### config.mk
export PLATFORM = sky130hd
export DESIGN_NAME = byte_to_14bit_unit_encoder_unit
export DESIGN_NICKNAME = d
export VERILOG_FILES = /design/src/rtl/core/b14e_pkg.sv /design/src/rtl/core/byte_to_14bit_unit_encoder_unit.sv /design/src/rtl/core/b14e_front.sv /design/src/rtl/core/b14e_fifo.sv /design/src/rtl/core/b14e_back.sv
export VERILOG_INCLUDE_DIRS = /design/src /design/src/rtl/core
export SDC_FILE = /design/constraint.sdc
export NUM_CORES = 1
export LEC_CHECK = 0
export BUFFER_PORTS_ARGS = -buffer_cell sky130_fd_sc_hd__buf_2
export CAP_MARGIN = 15
export CELL_PAD_IN_SITES_DETAIL_PLACEMENT = 1
export CELL_PAD_IN_SITES_GLOBAL_PLACEMENT = 2
export CORE_AREA = 4 4 163 165
export DETAILED_ROUTE_END_ITERATION = 10
export DIE_AREA = 0 0 167 169
export PLACE_DENSITY = 0.77
export SYNTH_ARGS = -nofsm -noshare
export SYNTH_HDL_FRONTEND = slang
export SYNTH_SLANG_ARGS = --single-unit
### constraint.sdc
create_clock -name clk_i -period 3.7 [get_ports clk_i]
set_input_delay 0 -clock clk_i [delete_from_list [all_inputs] [get_ports clk_i]]
set_output_delay 0 -clock clk_i [all_outputs]
set_load 0.02 [all_outputs]
### src/rtl/core/byte_to_14bit_unit_encoder_unit_macros.svh
// Assertion macros for the byte to 14-bit unit encoder.
// Each macro expects clk_i and rst_ni in the scope of its use.
`ifndef BYTE_TO_14BIT_UNIT_ENCODER_UNIT_MACROS_SVH
`define BYTE_TO_14BIT_UNIT_ENCODER_UNIT_MACROS_SVH

// Same-cycle implication, checked outside reset.
`define B14E_ASSERT_NOW(label, ante, cons, msg) \
  label: assert property (@(posedge clk_i) disable iff (!rst_ni) (ante) |-> (cons)) \
    else $error(msg);

// Next-cycle implication, checked outside reset.
`define B14E_ASSERT_NEXT(label, ante, cons, msg) \
  label: assert property (@(posedge clk_i) disable iff (!rst_ni) (ante) |=> (cons)) \
    else $error(msg);

`endif

### src/rtl/core/b14e_pkg.sv
// Shared types and constants for the byte to 14-bit unit encoder.
// No dependencies; used by every module of the block.
`default_nettype none

package b14e_pkg;

  localparam int unsigned GroupBits  = 14;
  localparam int unsigned PendBits   = 13;
  localparam int unsigned ByteBits   = 8;
  localparam int unsigned UnitBits   = 16;
  localparam int unsigned UnitsMax   = 3;
  localparam int unsigned BlockBytes = 7;
  localparam int unsigned FifoDepth  = 4;

  localparam logic [UnitBits-1:0] DataBase = 16'h4E00;
  localparam logic [UnitBits-1:0] MarkBase = 16'h3D00;

  // Units produced by one input byte, in output order.
  typedef struct packed {
    logic [1:0]                          num;
    logic                                last;
    logic [UnitsMax-1:0][UnitBits-1:0]   unit;
  } entry_t;

  typedef struct packed {
    logic full;
    logic empty;
  } fifo_stat_t;

endpackage

`default_nettype wire

### src/rtl/core/byte_to_14bit_unit_encoder_unit.sv
// Byte stream to 14-bit code unit encoder (top level).
// Input channel s_axis: one byte per beat in tdata, tlast on the final byte
//   of a message. Output channel m_axis: one 16-bit code unit per beat,
//   0x4E00 plus 14 stream bits, or the marker 0x3D00 plus the byte count
//   modulo 7; tlast marks the final unit of the message.
// Every 7 bytes give 4 units. A final byte whose message length is not a
//   multiple of 7 adds a zero-padded unit and the marker, so one byte can
//   cause up to 3 units.
// Throughput: one byte per cycle on the input and one unit per cycle on the
//   output while the queue is not full and the receiver is ready; the output
//   register sends one unit a cycle, so a final byte with a tail holds the output for up to 3 units.
// A byte's entry is written into the entry queue at the edge that accepts the
//   byte; its units then pass in order from the queue head into the output
//   register that drives m_axis.
// A 4-entry queue sits between front and back; when the receiver stalls it
//   fills and then s_axis_tready drops. Reset empties the queue and clears
//   the pending bits, so the next byte starts a new message.
// Depends on b14e_pkg, b14e_front, b14e_fifo, b14e_back and the macro header.
`default_nettype none

`include "byte_to_14bit_unit_encoder_unit_macros.svh"

module byte_to_14bit_unit_encoder_unit (
  input  wire logic        clk_i,
  input  wire logic        rst_ni,
  input  wire logic        s_axis_tvalid_i,
  output logic             s_axis_tready_o,
  input  wire logic [7:0]  s_axis_tdata_i,   // [7:0] data_byte
  input  wire logic        s_axis_tlast_i,   // is_last
  output logic             m_axis_tvalid_o,
  input  wire logic        m_axis_tready_i,
  output logic [15:0]      m_axis_tdata_o,   // [15:0] code_unit
  output logic             m_axis_tlast_o    // last_unit
);

  b14e_pkg::entry_t     entry;
  b14e_pkg::entry_t     head;
  b14e_pkg::fifo_stat_t fifo_stat;
  logic                 push;
  logic                 pop;

  b14e_front u_front (
    .clk_i           (clk_i),
    .rst_ni          (rst_ni),
    .s_axis_tvalid_i (s_axis_tvalid_i),
    .s_axis_tready_o (s_axis_tready_o),
    .s_axis_tdata_i  (s_axis_tdata_i),
    .s_axis_tlast_i  (s_axis_tlast_i),
    .fifo_stat_i     (fifo_stat),
    .push_o          (push),
    .entry_o         (entry)
  );

  b14e_fifo u_fifo (
    .clk_i   (clk_i),
    .rst_ni  (rst_ni),
    .push_i  (push),
    .entry_i (entry),
    .pop_i   (pop),
    .head_o  (head),
    .stat_o  (fifo_stat)
  );

  b14e_back u_back (
    .clk_i           (clk_i),
    .rst_ni          (rst_ni),
    .head_i          (head),
    .fifo_stat_i     (fifo_stat),
    .pop_o           (pop),
    .m_axis_tvalid_o (m_axis_tvalid_o),
    .m_axis_tready_i (m_axis_tready_i),
    .m_axis_tdata_o  (m_axis_tdata_o),
    .m_axis_tlast_o  (m_axis_tlast_o)
  );

  `B14E_ASSERT_NOW(a_unit_range, m_axis_tvalid_o, (m_axis_tdata_o >= 16'h4E00 && m_axis_tdata_o <= 16'h8DFF) || (m_axis_tdata_o >= 16'h3D01 && m_axis_tdata_o <= 16'h3D06), "code unit out of range")
  `B14E_ASSERT_NOW(a_marker_last, m_axis_tvalid_o && m_axis_tdata_o[15:8] == 8'h3D, m_axis_tlast_o, "marker unit without tlast")
  `B14E_ASSERT_NOW(a_no_overflow, push, !fifo_stat.full, "entry pushed into full queue")
  `B14E_ASSERT_NOW(a_no_underflow, pop, !fifo_stat.empty, "entry popped from empty queue")

endmodule

`default_nettype wire

### src/rtl/core/b14e_front.sv
// Front end: takes input bytes, packs the bit stream and builds unit entries.
// Depends on b14e_pkg; pushes entries into b14e_fifo.
`default_nettype none

module b14e_front (
  input  wire logic                 clk_i,
  input  wire logic                 rst_ni,
  input  wire logic                 s_axis_tvalid_i,
  output logic                      s_axis_tready_o,
  input  wire logic [7:0]           s_axis_tdata_i,   // [7:0] data_byte
  input  wire logic                 s_axis_tlast_i,   // is_last
  input  wire b14e_pkg::fifo_stat_t fifo_stat_i,
  output logic                      push_o,
  output b14e_pkg::entry_t          entry_o
);

  localparam int unsigned AccW = b14e_pkg::PendBits + b14e_pkg::ByteBits;

  logic [b14e_pkg::PendBits-1:0] pend_q, pend_d;
  logic [3:0]                    cnt_q, cnt_d;
  logic [2:0]                    gp_q, gp_d;

  logic                          accept;
  logic [AccW-1:0]               acc;
  logic [4:0]                    cnt8;
  logic [4:0]                    cnt2;
  logic [4:0]                    sh;
  logic                          have_data;
  logic                          have_tail;
  logic [AccW-1:0]               rem;
  logic [AccW-1:0]               padded;
  logic [b14e_pkg::GroupBits-1:0] grp;
  logic [b14e_pkg::GroupBits-1:0] pad_grp;
  logic [2:0]                    gp_next;
  logic [b14e_pkg::UnitBits-1:0] data_unit;
  logic [b14e_pkg::UnitBits-1:0] pad_unit;
  logic [b14e_pkg::UnitBits-1:0] mark_unit;

  assign s_axis_tready_o = !fifo_stat_i.full;
  assign accept          = s_axis_tvalid_i && s_axis_tready_o;

  always_comb begin
    acc       = {pend_q, s_axis_tdata_i};
    cnt8      = {1'b0, cnt_q} + 5'd8;
    have_data = (cnt8 >= 5'(b14e_pkg::GroupBits));
    sh        = cnt8 - 5'(b14e_pkg::GroupBits);
    grp       = b14e_pkg::GroupBits'(acc >> sh);
    cnt2      = have_data ? sh : cnt8;
    // keep only the bits not yet sent
    rem       = acc & ((AccW'(1) << cnt2) - AccW'(1));
    padded    = rem << (5'(b14e_pkg::GroupBits) - cnt2);
    pad_grp   = padded[b14e_pkg::GroupBits-1:0];
    have_tail = s_axis_tlast_i && (cnt2 != 5'd0);
    gp_next   = (gp_q == 3'(b14e_pkg::BlockBytes - 1)) ? 3'd0 : gp_q + 3'd1;

    data_unit = b14e_pkg::DataBase + {2'b00, grp};
    pad_unit  = b14e_pkg::DataBase + {2'b00, pad_grp};
    mark_unit = b14e_pkg::MarkBase + {13'd0, gp_next};

    entry_o.last = s_axis_tlast_i;
    // a data unit when a group completes, plus a padded unit and a marker on a tail
    entry_o.num  = {1'b0, have_data} + {have_tail, 1'b0};
    if (have_data) begin
      entry_o.unit[0] = data_unit;
      entry_o.unit[1] = pad_unit;
      entry_o.unit[2] = mark_unit;
    end else begin
      entry_o.unit[0] = pad_unit;
      entry_o.unit[1] = mark_unit;
      entry_o.unit[2] = '0;
    end
    push_o = accept && (have_data || have_tail);

    pend_d = pend_q;
    cnt_d  = cnt_q;
    gp_d   = gp_q;
    if (accept) begin
      if (s_axis_tlast_i) begin
        pend_d = '0;
        cnt_d  = '0;
        gp_d   = '0;
      end else begin
        pend_d = rem[b14e_pkg::PendBits-1:0];
        cnt_d  = cnt2[3:0];
        gp_d   = gp_next;
      end
    end
  end

  always_ff @(posedge clk_i or negedge rst_ni) begin
    if (!rst_ni) begin
      pend_q <= '0;
      cnt_q  <= '0;
      gp_q   <= '0;
    end else begin
      pend_q <= pend_d;
      cnt_q  <= cnt_d;
      gp_q   <= gp_d;
    end
  end

endmodule

`default_nettype wire

### src/rtl/core/b14e_fifo.sv
// Short entry queue between the front and back ends of the encoder.
// Depends on b14e_pkg for the entry type and depth.
`default_nettype none

module b14e_fifo (
  input  wire logic                 clk_i,
  input  wire logic                 rst_ni,
  input  wire logic                 push_i,
  input  wire b14e_pkg::entry_t     entry_i,
  input  wire logic                 pop_i,
  output b14e_pkg::entry_t          head_o,
  output b14e_pkg::fifo_stat_t      stat_o
);

  localparam int unsigned PtrW = $clog2(b14e_pkg::FifoDepth);
  localparam int unsigned CntW = $clog2(b14e_pkg::FifoDepth + 1);

  b14e_pkg::entry_t mem_q [b14e_pkg::FifoDepth];
  logic [PtrW-1:0]  wr_q, wr_d;
  logic [PtrW-1:0]  rd_q, rd_d;
  logic [CntW-1:0]  cnt_q, cnt_d;
  logic             do_push;
  logic             do_pop;

  assign stat_o.full  = (cnt_q == CntW'(b14e_pkg::FifoDepth));
  assign stat_o.empty = (cnt_q == '0);
  assign do_push      = push_i && !stat_o.full;
  assign do_pop       = pop_i && !stat_o.empty;
  assign head_o       = mem_q[rd_q];

  always_comb begin
    wr_d  = wr_q;
    rd_d  = rd_q;
    cnt_d = cnt_q;
    if (do_push) begin
      wr_d = (wr_q == PtrW'(b14e_pkg::FifoDepth - 1)) ? '0 : wr_q + PtrW'(1);
    end
    if (do_pop) begin
      rd_d = (rd_q == PtrW'(b14e_pkg::FifoDepth - 1)) ? '0 : rd_q + PtrW'(1);
    end
    case ({do_push, do_pop})
      2'b10:   cnt_d = cnt_q + CntW'(1);
      2'b01:   cnt_d = cnt_q - CntW'(1);
      default: cnt_d = cnt_q;
    endcase
  end

  always_ff @(posedge clk_i) begin
    if (do_push) begin
      mem_q[wr_q] <= entry_i;
    end
  end

  always_ff @(posedge clk_i or negedge rst_ni) begin
    if (!rst_ni) begin
      wr_q  <= '0;
      rd_q  <= '0;
      cnt_q <= '0;
    end else begin
      wr_q  <= wr_d;
      rd_q  <= rd_d;
      cnt_q <= cnt_d;
    end
  end

endmodule

`default_nettype wire

### src/rtl/core/b14e_back.sv
// Back end: walks the units of the head entry and drives the output register.
// Depends on b14e_pkg; pops entries from b14e_fifo.
`default_nettype none

module b14e_back (
  input  wire logic                 clk_i,
  input  wire logic                 rst_ni,
  input  wire b14e_pkg::entry_t     head_i,
  input  wire b14e_pkg::fifo_stat_t fifo_stat_i,
  output logic                      pop_o,
  output logic                      m_axis_tvalid_o,
  input  wire logic                 m_axis_tready_i,
  output logic [15:0]               m_axis_tdata_o,   // [15:0] code_unit
  output logic                      m_axis_tlast_o    // last_unit
);

  logic [1:0]  idx_q, idx_d;
  logic        vld_q, vld_d;
  logic [15:0] data_q, data_d;
  logic        last_q, last_d;
  logic        load;
  logic        final_unit;

  assign load       = !fifo_stat_i.empty && (!vld_q || m_axis_tready_i);
  assign final_unit = (idx_q == head_i.num - 2'd1);
  assign pop_o      = load && final_unit;

  always_comb begin
    idx_d  = idx_q;
    vld_d  = vld_q;
    data_d = data_q;
    last_d = last_q;
    if (load) begin
      vld_d  = 1'b1;
      data_d = head_i.unit[idx_q];
      last_d = head_i.last && final_unit;
      idx_d  = final_unit ? 2'd0 : idx_q + 2'd1;
    end else if (m_axis_tready_i) begin
      vld_d = 1'b0;
    end
  end

  always_ff @(posedge clk_i or negedge rst_ni) begin
    if (!rst_ni) begin
      idx_q <= '0;
      vld_q <= 1'b0;
    end else begin
      idx_q <= idx_d;
      vld_q <= vld_d;
    end
  end

  always_ff @(posedge clk_i) begin
    data_q <= data_d;
    last_q <= last_d;
  end

  assign m_axis_tvalid_o = vld_q;
  assign m_axis_tdata_o  = data_q;
  assign m_axis_tlast_o  = last_q;

endmodule

`default_nettype wire
# After elaboration in Yosys (flattened, before gate mapping)
# Memories as Yosys holds them, arrays and structs flattened.
# Index checks and enable logic that the tools add are counted.
[classes]
add_sub_neg = 15
magnitude_cmp = 2
eq_ne = 7
shifts = 3
muxes = 16
bitwise_logic = 1
reduce_logical = 17
[op_table]
columns = ["op", "n"]
rows = [
  ["$mux 48", 1],
  ["$add 15x14->16 const A", 2],
  ["$bmux 16 s2", 1],
  ["$and 21x21->21", 1],
  ["$shl 1x5->21 const A", 1],
  ["$shl 21x5->14", 1],
  ["$shr 21x5->14", 1],
  ["$sub 21x1->21 const B", 1],
  ["$mux 16", 1],
  ["$add 14x3->15 const A", 1],
  ["$mux 13", 1],
  ["$logic_and 1x1->1", 8],
  ["$add 2x1->2 const B", 3],
  ["$add 3x1->3 const B", 2],
  ["$eq 2x2->1 const B", 3],
  ["$eq 3x3->1 const B", 2],
  ["$mux 2", 3],
  ["$mux 3", 2],
  ["$pmux 3 s2", 1],
  ["$add 4x4->5 const B", 1],
  ["$ge 5x4->1 const B", 1],
  ["$mux 5", 1],
  ["$reduce_bool 5->1", 1],
  ["$sub 4x5->5 const A", 1],
  ["13 further kinds", 20],
]
[totals]
reg_bits = 47
ram_bits = 204
inputBits = 13
out_inout_bits = 19
elab_cells = 72
mem_count = 1
[mem_list]
columns = ["memory", "depth", "width", "rd", "rd_ports_with_merged_regs", "wr", "line", "text"]
rows = [
  ["u_fifo.mem_q", 4, 51, 1, 0, 1, "b14e_fifo.sv:18", "b14e_pkg::entry_t mem_q [b14e_pkg::FifoDepth];"],
]

# Depth between registers and ports, before layout
[logic_depth]
word_depth = 10
ltp_mapped = 18
mapped_depth_nobuf = 17

# Hierarchy
# A second synthesis with hierarchy kept.
[hier_totals]
hier_cells = 823
hier_area_um2 = 12049.1
[modules_own_cells]
columns = ["module", "instances", "cells_each", "area_each_um2", "seq_area_each_um2"]
rows = [
  ["b14e_fifo", 1, 307, 7872.6, 6301.0],
  ["b14e_front", 1, 425, 3143.0, 475.5],
  ["b14e_back", 1, 91, 1033.5, 585.6],
]

# Worst setup path after synthesis
# OpenSTA, ideal clock, no wires.
[synth_path]
kind = "register to register"
from = "register u_front.cnt_q[1]"
to = "memory u_fifo.mem_q[0][13] (netlist name), data pin"
setup_ns = 0.194
arrival_time_ns = 3.529
required_ns = 3.506
slack_ns = -0.023
path_stages_with_launch = 17
path_buffers = 3
path_cell_list = "dfrtp_1 > ha_1 > buf_2 > buf_2 > buf_1 > nor2_1 > nand2_1 > ha_1 > inv_1 > nor3_2 > a31oi_1 > o21ai_0 > inv_1 > ha_1 > nor3b_1 > o21a_1 > o31ai_2"
[synth_rtl]
columns = ["item", "line", "text"]
rows = [
  ["start: declaration", "b14e_front.sv:20", "logic [3:0] cnt_q, cnt_d;"],
  ["start signal: assignment", "b14e_front.sv:97", "cnt_q <= cnt_d;"],
  ["end: declaration", "b14e_fifo.sv:18", ""],
]

==> results.sh <==
export IMPL_r2r_start="u_front.cnt_q[1]$_DFFE_PN0P_"
export IMPL_synth_area_sq_mm=0.00989
export IMPL_whs_ps=-0.614
export IMPL_rrSetupSlack_ps=160
export IMPL_synth_cell_types=77
export IMPL_ant_nets=0
export IMPL_setup_ws_ps=160
export IMPL_max_cap_viol_count=0
export IMPL_viasPerCell=5.85
export IMPL_finalMaxSlewViolations=0
export IMPL_numCtsBuffers=17
export IMPL_top_layer_used="met4"
export IMPL_placed_cells=1108
export IMPL_violations="hold timing"
export IMPL_drive_above_1_share=0.249
export IMPL_clock_sinks=198
export IMPL_arrival_ps=3760
export IMPL_drc=0
export IMPL_synth_ff_type="edfxtp_1"
export IMPL_dp_slack_ps=42.1
export IMPL_num_vias=6732
export IMPL_drt_initial_drc_count=449
export IMPL_path_common_cell="nor2_2"
export IMPL_status="finished, violations left"
export IMPL_whs_endpoint="u_front.pend_q[1]$_DFFE_PN0P_"
export IMPL_grt_pass1_wl_mm=44.6
export IMPL_hold_depth=4
export IMPL_hpwl_mm=19.7
export IMPL_path_clk_slew_ps=80
export IMPL_fp_dieW_microns=167
export IMPL_finClkSkew_ps=14.5
export IMPL_root_buffer="clkbuf_16"
export IMPL_cts_buffer_depth=2
export IMPL_period_share=0.957
export IMPL_htreeDepth=4
export IMPL_seq_area_sq_mm=0.00580
export IMPL_core_area_sq_mm=0.0250
export IMPL_crit_required_ps=3920
export IMPL_ir_drop_mv=0.419
export IMPL_start_util=0.395
export IMPL_final_cell_mix="edfxtp_1 (169), nand2_1 (92), mux4_2 (49), buf_4 (47), nor2_1 (45)"
export IMPL_io_pins=32
export IMPL_layout_commonest_cell="edfxtp_1"
export IMPL_fp_dieH_microns=169
export IMPL_max_stage_delay_ps=400
export IMPL_clock_latency_ps=440
export IMPL_hold_start="s_axis_tdata_i[1]"
export IMPL_ys_seq_area_frac=0.586
export IMPL_antenna_found_initial=0
export IMPL_avgSynthCellArea_sq_um=13.2
export IMPL_async_reset_ff_frac=0.146
export IMPL_syn_nets=773
export IMPL_met1_length_mm=12.3
export IMPL_timing_rr_end="u_fifo.mem_q[2][13]$_DFFE_PP_"
export IMPL_area_growth_pct=15.0
export IMPL_cts_tree="built"
export IMPL_setup_viol=0
export IMPL_fmaxAchievable_mhz=283
export IMPL_r2r_cells=16
export IMPL_fin_tns_setup_ps=0
export IMPL_wl_per_cell_microns=24.8
export IMPL_grt_max_degree=39
export IMPL_wl_met2_mm=14.4
export IMPL_relSlewSlack=0.252
export IMPL_hold_viol=1
export IMPL_fin_nets=833
export IMPL_endpoint_kind="register"
export IMPL_grt_pass1_vias=7210
export IMPL_overflow=0
export IMPL_cp_start_kind="register"
export IMPL_die_area_sq_mm=0.0282
export IMPL_crit_type="reg -> reg"
export IMPL_post_route_min_period_ps=3540
export IMPL_synth_enable_flop_cells=169
export IMPL_drt_first_pass_iters=5
export IMPL_hp_class="in -> reg"
export IMPL_totalWireLength_mm=28.5
export IMPL_n_fill_cell=2552
export IMPL_rows=58
export IMPL_port_buffers=31
export IMPL_crit_fanout=5
export IMPL_wl_met3_mm=1.20
export IMPL_n_antenna_cell=0
export IMPL_ys_warn_count=0
export IMPL_gp_congestion=0.960
export IMPL_multiInputGateArea_sq_mm=0.00384
export IMPL_finalNonFillerCells=1150
export IMPL_leakage_nw=4.02
export IMPL_synth_ff_latch_count=198
export IMPL_slowest_stage="or3_1"
export IMPL_tightest_slew_ps=1120
export IMPL_power_total_mw=11.0
export IMPL_synthCells=747
export IMPL_path_cells="ha_1 > inv_1 > ha_2 > and3b_1 > nor2_2 > nor2_2 > nand2_2 > ha_4 > inv_2 > nor3_2 > buf_4 > o21ai_1 > or3_1 > a21o_2 > o21a_1 > o31ai_4"
export IMPL_power_density_mw_per_mm2=965
export IMPL_grt_util_all_layers=0.207
## what timing repair did
action / in CTS / in global routing
endpoints found under the hold margin: 35 / 0
gates resized for setup: 2 / 18
setup endpoints to repair: 4 / 46
buffers inserted: 0 / 3
hold buffers: 7 / 0
pin swaps: 0 / 4
## worst max-delay path: cells and delay by family, from the launching register on
family                     cells  cell delay, ps
AOI/OAI and AO/OA              4             890
and+or+nand+nor                6            1130
adders and majority gates      3             610
buffers and inverters          3             290
DFF                            1             390
## layout make-up
cell class | count | share of cell area
clock inverter | 15 | 0.0179
inverter | 31 | 0.0102
tap | 330 | 0.0363
clock buffer | 17 | 0.0374
timing repair buffer | 85 | 0.0508
multi-input combinational | 474 | 0.338
sequential | 198 | 0.510
## stage by stage
step           utilization  cell area (sq um)
2_1_floorplan            -               9900
3_3_place_gp         0.422              10600
3_5_place_dp         0.422              10600
4_1_cts              0.451              11300
5_1_grt              0.455              11400
6_report             0.455              11400
## power breakdown
part / internal, mW / switching [mW]
registers: 3.36 / 0.255
logic: 2.02 / 3.40
clock network: 0.989 / 0.953
total: 6.37 / 4.61
## how the worst max path moves through the flow
stage | to | slack [ps] | start | cells after the start
6_report | u_fifo.mem_q[2][13]$_DFFE_PP_ | 160 | u_front.cnt_q[1]$_DFFE_PN0P_ | 16
5_1_grt | u_fifo.mem_q[1][13]$_DFFE_PP_ | -3 | u_front.cnt_q[1]$_DFFE_PN0P_ | 14
4_1_cts | u_fifo.mem_q[1][13]$_DFFE_PP_ | 7 | u_front.cnt_q[1]$_DFFE_PN0P_ | 15
3_5_place_dp | u_fifo.mem_q[0][13]$_DFFE_PP_ | 40 | u_front.cnt_q[1]$_DFFE_PN0P_ | 17
3_3_place_gp | u_fifo.mem_q[0][29]$_DFFE_PP_ | 210 | u_front.cnt_q[1]$_DFFE_PN0P_ | 15
2_1_floorplan | u_fifo.mem_q[0][13]$_DFFE_PP_ | 50 | u_front.cnt_q[3]$_DFFE_PN0P_ | 18
## state kept, by name, indices dropped and copies added, names as in the netlist, 3 cells and up
signal,count
u_fifo.cnt_q,3
u_fifo.mem_q,152
u_front.pend_q,13
u_front.cnt_q,3
u_back.m_axis_tdata_o,16
u_front.gp_q,3
## cell families after synthesis
kind of cell,Yosys count,synth area share
AND/OR/NAND/NOR,219,0.105
XOR/XNOR,9,0.00797
adder cells (fa/ha/maj),13,0.0172
other,1,0.000379
buffers and inverters,75,0.0344
flip-flops,198,0.586
AO/OA/AOI/OAI,156,0.108
multiplexers,76,0.140
## per-layer routing
layer  up-vias  track usage
met5         -            0
met4         0       0.0594
met3        36       0.0278
met2       182        0.349
met1      3517        0.284
li1       2997            -
## synthesized netlist by cell type (3+ instances only)
cell type  count  share of area
xor2_1         3         0.0027
nor3b_1        3         0.0023
buf_4          4         0.0030
o211ai_1       5         0.0038
o21a_1         4         0.0030
nand2b_1       5         0.0032
a211oi_1       6         0.0046
clkbuf_1      18         0.0068
mux2i_1       18          0.018
a22oi_1        3         0.0023
o31ai_1        4         0.0030
buf_6          4         0.0046
o32ai_1        7         0.0062
edfxtp_1     169           0.51
buf_2         11         0.0056
ha_1          12          0.015
nand3_1       14         0.0071
and3b_1        3         0.0027
inv_1         29          0.011
a22o_1         5         0.0044
or3_1          5         0.0032
and2_1        11         0.0070
mux2_2         9          0.010
nor3_1        12         0.0061
a31oi_1        8         0.0051
a21o_1         4         0.0030
buf_1          7         0.0027
dfrtp_1       29          0.073
mux4_2        49           0.11
nor3_2         3         0.0030
o22ai_1       12         0.0076
nand2_1       93          0.035
a21oi_1       33          0.017
nor2_1        47          0.018
o41ai_1        4         0.0035
o21ai_0       33          0.017
nor2b_1        8         0.0051
xnor2_1        6         0.0053
(Power assumes the default switching activity.)
